==> config.mk <==
export PLATFORM = sky130hd
export DESIGN_NAME = mfmc_front
export DESIGN_NICKNAME = d
export VERILOG_FILES = /design/src/design/mfmc_pkg.sv /design/src/design/mfmc_front.sv
export VERILOG_INCLUDE_DIRS = /design/src /design/src/design
export SDC_FILE = /design/constraint.sdc
export NUM_CORES = 1
export LEC_CHECK = 0
export ABC_AREA = 1
export CAP_MARGIN = 30
export CORE_MARGIN = 2
export CORE_UTILIZATION = 30
export DETAILED_ROUTE_END_ITERATION = 16
export DONT_BUFFER_PORTS = 1
export SLEW_MARGIN = 20
export SYNTH_ARGS = -nofsm -noshare
export SYNTH_HDL_FRONTEND = slang
export SYNTH_SLANG_ARGS = --single-unit
==> constraint.sdc <==
create_clock -name i_clk -period 1.9 [get_ports i_clk]
set_input_delay 0.19 -clock i_clk [delete_from_list [all_inputs] [get_ports i_clk]]
set_output_delay 0.19 -clock i_clk [all_outputs]
set_load 0.005 [all_outputs]
==> src/design/max_flow_min_cut_assert.svh <==
// Assertion macros shared by the max flow / min cut modules.
`ifndef MAX_FLOW_MIN_CUT_ASSERT_SVH
`define MAX_FLOW_MIN_CUT_ASSERT_SVH

`ifndef SYNTHESIS
`define MFMC_ASSERT(lbl, prop, msg) \
    lbl: assert property (@(posedge i_clk) disable iff (!i_rst_n) (prop)) else $error(msg);
`define MFMC_ASSERT_NEXT(lbl, pre, post, msg) \
    lbl: assert property (@(posedge i_clk) disable iff (!i_rst_n) (pre) |=> (post)) else $error(msg);
`else
`define MFMC_ASSERT(lbl, prop, msg)
`define MFMC_ASSERT_NEXT(lbl, pre, post, msg)
`endif

`endif

==> src/design/mfmc_pkg.sv <==
// Package: constants, types and state codes of the max flow / min cut block.
package mfmc_pkg;

    localparam int NODES      = 32;
    localparam int NODE_W     = 5;
    localparam int MAX_EDGES  = 256;
    localparam int ARC_SLOTS  = 2 * MAX_EDGES;
    localparam int ARC_W      = 9;
    localparam int LINK_W     = 10;
    localparam logic [LINK_W-1:0] NO_ARC = 10'd512;
    localparam int CAP_W      = 10;
    localparam int FLOW_W     = 18;
    localparam int ACC_W      = 19;
    localparam logic [FLOW_W-1:0] FLOW_MAX = 18'h3FFFF;
    localparam int LVL_W      = 5;
    localparam int DEPTH_W    = 6;
    localparam int ECNT_W     = 9;
    localparam int CNT_W      = 10;
    localparam int FIFO_DEPTH = 4;
    localparam int FIFO_AW    = 2;
    localparam int FIFO_CW    = 3;
    localparam int ADDR_W     = 3;
    localparam int DATA_W     = 32;

    localparam logic REG_SOURCE = 1'b0;
    localparam logic REG_SINK   = 1'b1;

    typedef struct packed {
        logic [NODE_W-1:0] from_node;
        logic [NODE_W-1:0] to_node;
        logic [CAP_W-1:0]  capacity;
        logic              last;
        logic              drop;
    } t_edge;

    typedef enum logic [3:0] {
        S_IDLE,
        S_LD_F,
        S_LD_FL,
        S_LD_R,
        S_LD_RL,
        S_BFS_INIT,
        S_BFS_NODE,
        S_BFS_ARC,
        S_DFS_INIT,
        S_DFS_LOOK,
        S_DFS_EVAL,
        S_AUG_A,
        S_AUG_B,
        S_DONE
    } t_back_state;

endpackage

==> src/design/mfmc_front.sv <==
// Front end: accepts edge beats, tags edges past the store limit, queues them.
`include "max_flow_min_cut_assert.svh"
module mfmc_front import mfmc_pkg::*; (
    input  logic              i_clk,
    input  logic              i_rst_n,
    input  logic              i_in_valid,
    output logic              o_in_stall,
    input  logic [NODE_W-1:0] i_from_node,
    input  logic [NODE_W-1:0] i_to_node,
    input  logic [CAP_W-1:0]  i_capacity,
    input  logic              i_last,
    output logic              o_q_valid,
    output t_edge             o_q_edge,
    input  logic              i_q_pop
);
    t_edge               r_mem [FIFO_DEPTH];
    logic [FIFO_AW-1:0]  r_wp;
    logic [FIFO_AW-1:0]  r_rp;
    logic [FIFO_CW-1:0]  r_cnt;
    logic [ECNT_W-1:0]   r_ecnt;
    logic                w_push;
    logic                w_pop;
    logic                w_drop;
    t_edge               w_edge;

    assign o_in_stall = (r_cnt == FIFO_CW'(FIFO_DEPTH));
    assign w_push     = i_in_valid && !o_in_stall;
    assign w_pop      = i_q_pop && (r_cnt != '0);
    assign w_drop     = (r_ecnt == ECNT_W'(MAX_EDGES));

    always_comb begin
        w_edge.from_node = i_from_node;
        w_edge.to_node   = i_to_node;
        w_edge.capacity  = i_capacity;
        w_edge.last      = i_last;
        w_edge.drop      = w_drop;
    end

    always_ff @(posedge i_clk) begin
        if (w_push) begin
            r_mem[r_wp] <= w_edge;
        end
    end

    always_ff @(posedge i_clk) begin
        if (!i_rst_n) begin
            r_wp   <= '0;
            r_rp   <= '0;
            r_cnt  <= '0;
            r_ecnt <= '0;
        end else begin
            if (w_push) begin
                r_wp <= r_wp + 1'b1;
                if (i_last) begin
                    r_ecnt <= '0;
                end else if (!w_drop) begin
                    r_ecnt <= r_ecnt + 1'b1;
                end
            end
            if (w_pop) begin
                r_rp <= r_rp + 1'b1;
            end
            r_cnt <= r_cnt + FIFO_CW'(w_push) - FIFO_CW'(w_pop);
        end
    end

    assign o_q_valid = (r_cnt != '0);
    assign o_q_edge  = r_mem[r_rp];

    `MFMC_ASSERT(a_fifo_bound, r_cnt <= FIFO_CW'(FIFO_DEPTH), "queue count beyond depth")
    `MFMC_ASSERT(a_ecnt_bound, r_ecnt <= ECNT_W'(MAX_EDGES), "edge count beyond store")
    `MFMC_ASSERT(a_pop_nonempty, !i_q_pop || (r_cnt != '0), "pop from empty queue")
endmodule

==> impl_metrics.ini <==
[worst_setup_path]
required_ns = 2.13
cpLargestDelayFamily = adder cells
crit_top_cell = ha_1
crit_arrival_ns = 2.00
startpoint_type = register
slowest_stage = fa_1
cp_max_fo = 3
crit_buf_inv = 1
end_kind = register
criticalPathCategory = register to register
critPathMaxStageDelay_ns = 0.38
path_cells = nor2_4 -> a21boi_2 -> ha_1 -> inv_1 -> ha_1 -> fa_1 -> o21ai_1 -> a21oi_1

[sta]
finalSetupTns_ns = 0
layout_setup_ws_ns = 0.131
slew_headroom_pct = 60.8
min_period_ns = 1.77
drv_slew = 0
finalSetupViolCount = 0
rsz0062_at_grt = yes
final_hold_viol_count = 0
skew_ns = 0.00887
max_freq_mhz = 565
tightestPinTransition_ns = 0.586
finalCritPeriodShare_pct = 93.1

[synthesis]
yosysUniqueCellTypes = 25
syn_area_um2 = 4360
yosys_warnings = 0
yosysSeqAreaShare_pct = 68.9
synthCells = 377
synthesis.nets = 411
avgSynthCellArea_um2 = 11.6
synth-seq-cells = 106

[die]
die_y_um = 125
row_count = 44
fp.coreArea_um2 = 14400
num_io_pins = 49
die_area_um2 = 15500
initial_utilization_pct = 30.3
die_w_um = 125

[clock_network]
cts_tree = built
clk_pin_slew_ns = 0.07
cts_buffer_depth = 2
htreeDepth = 3
cts_inserted_buffers = 9
clk_latency_ns = 0.34
postCtsSetupBuffers = 0
cts.sink_count = 106
root_buffer = clkbuf_16

[drt]
drt_first_pass_iters = 6
postRouteAntennaNets = 0
viasPerCell = 4.70
wl_um = 8750
vias = 2803
drc = 0
wl_per_cell_um = 14.7
drtIter0Drc = 216

[status]
status = complete, no violations

[power]
powerDensity_nw_per_um2 = 1180
share_comb_of_total_power_pct = 24.2
p_int_w = 0.00422
p_switching_w = 0.00187
max-vdd-ir-drop_mv = 0.601
seq_power_share_pct = 48.7
power_frac_clock_pct = 27.1
swShare_pct = 30.8
leakagePower_nw = 1.81

[global_route]
grt_pass1_vias = 2865
grt_max_degree = 45
overflow = 0
grt_first_pass_wirelength_um = 14500
antenna_found_initial = 0
grt_use_total_pct = 12.0

[finish]
ff_latch_area_um2 = 3000
areaGrowthSynthToFinish_pct = 18.7
num-fill-cells = 1389
multiInputGateArea_um2 = 1180
drive_gt1_share_pct = 11.9
diodes = 0
nets = 443

[place]
hpwl_um = 5560
pre_cts_slack_ns = 0.0510
io_buffers = 0
gp_congestion = 0.807

[worst_hold_path]
hold_path.class = primary input to register

[flow_run]
max_cap_viol_count = 0
## flip-flops by register name, summed over array words and instances, names as in the netlist, named ones only
name and count:
r_cnt 3, r_ecnt 9, r_mem 88, r_rp 2
r_wp 2
## cells by family after synthesis
family	synth area share (%)
flops	68.9
xor+xnor	0.201
fa+ha+maj	2.76
compound gates	10.5
buf+inv	4.16
simple gates	13.5
## power groups by stage
stage / Clock [W] / Sequential (W) / Combinational, W
2_1_floorplan: 0 / 0.00299 / 0.000998
3_3_place_gp: 0 / 0.00301 / 0.00139
3_5_place_dp: 0 / 0.00302 / 0.00144
4_1_cts: 0.00170 / 0.00297 / 0.00151
5_1_grt: 0.00179 / 0.00300 / 0.00170
6_report: 0.00165 / 0.00297 / 0.00147
## through the flow
step / utilization, % / std cells / instance area [um^2] / hold WS (ns) / power [W]
6_report: 36.0 / 597 / 5170 / 0.0407 / 0.00609
5_1_grt: 36.0 / 597 / 5170 / 0.0303 / 0.00649
4_1_cts: 35.9 / 597 / 5160 / 0.0274 / 0.00617
3_5_place_dp: 32.6 / 560 / 4680 / 0.289 / 0.00446
3_3_place_gp: 32.6 / 560 / 4680 / 0.287 / 0.00440
2_1_floorplan: - / 377 / 4360 / 0.289 / 0.00399
## cells in the mapped netlist
library cell,number,area share (%)
edfxtp_1,88,61
nor2_1,71,6.1
o21ai_0,49,5.6
nand2_1,39,3.4
inv_1,26,2.2
o22ai_1,22,3.2
dfxtp_1,18,8.3
a21oi_1,10,1.1
nand3_1,10,1.1
clkbuf_1,8,0.69
ha_1,8,2.3
buf_2,6,0.69
inv_2,4,0.34
nor2_2,3,0.43
a21boi_2,2,0.52
nand2_2,2,0.29
nand2_4,2,0.52
nor2_4,2,0.52
fa_1,1,0.46
inv_6,1,0.20
nand2_8,1,0.46
nand3_4,1,0.40
nor3_1,1,0.11
nor4_1,1,0.14
xnor2_1,1,0.20
## cells in the final DEF, fill, tap and decap left out, drive strengths merged
cell type,Yosys,routed
edfxtp,88,88
nand3,11,11
nor3,1,1
clkinv,0,3
inv,31,31
nand2,44,44
fa,1,1
a21oi,10,10
dlygate4sd3,0,22
o21ai,49,49
o22ai,22,22
clkinvlp,0,3
ha,8,8
nor2,76,76
a21boi,2,2
dfxtp,18,18
xnor2,1,1
buf,6,13
clkbuf,8,9
nor4,1,1
## worst reg2reg max path: cells and delay by family, from the launching register on
| kind | cells | cell delay [ns] |
|---|---|---|
| flops | 1 | 0.34 |
| fa+ha+maj | 3 | 0.85 |
| buf+inv | 1 | 0.04 |
| simple gates | 1 | 0.16 |
| compound gates | 3 | 0.26 |
## repair_timing
item,in CTS,in global routing
endpoints found under the hold margin,100,0
hold buffers,22,0
gates resized for setup,0,3
setup endpoints to repair,0,2
## layout make-up
cell class	count	share of cell area, %
flip-flops and latches	106	58.1
multi-input cells	226	22.9
repair buffers	35	7.19
well taps	184	4.45
clock buffers	9	4.36
inverters	31	2.35
clock inverters	6	0.678
## path summary, 6_finish.rpt
| check | startpoint | to | slack (ns) | cells after the start |
|---|---|---|---|---|
| max | r_cnt[0] | r_cnt[2] | 0.13 | 8 |
| min | i_rst_n | register | 0.04 | 2 |
| min reg2reg | r_rp[1] | register | 0.48 | 2 |
| max reg2reg | r_cnt[0] | r_cnt[2] | 0.13 | 8 |
## routing by layer
metal / track usage, % / part of all wire (%) / vias to the layer above
li1: - / - / 1381
met4: 3.37 / 1.3 / 0
met3: 4.17 / 4.7 / 10
met1: 14.3 / 44 / 1363
met2: 20.5 / 50 / 49
met5: 0 / 0 / -
Power figures use the tool's default switching activity.
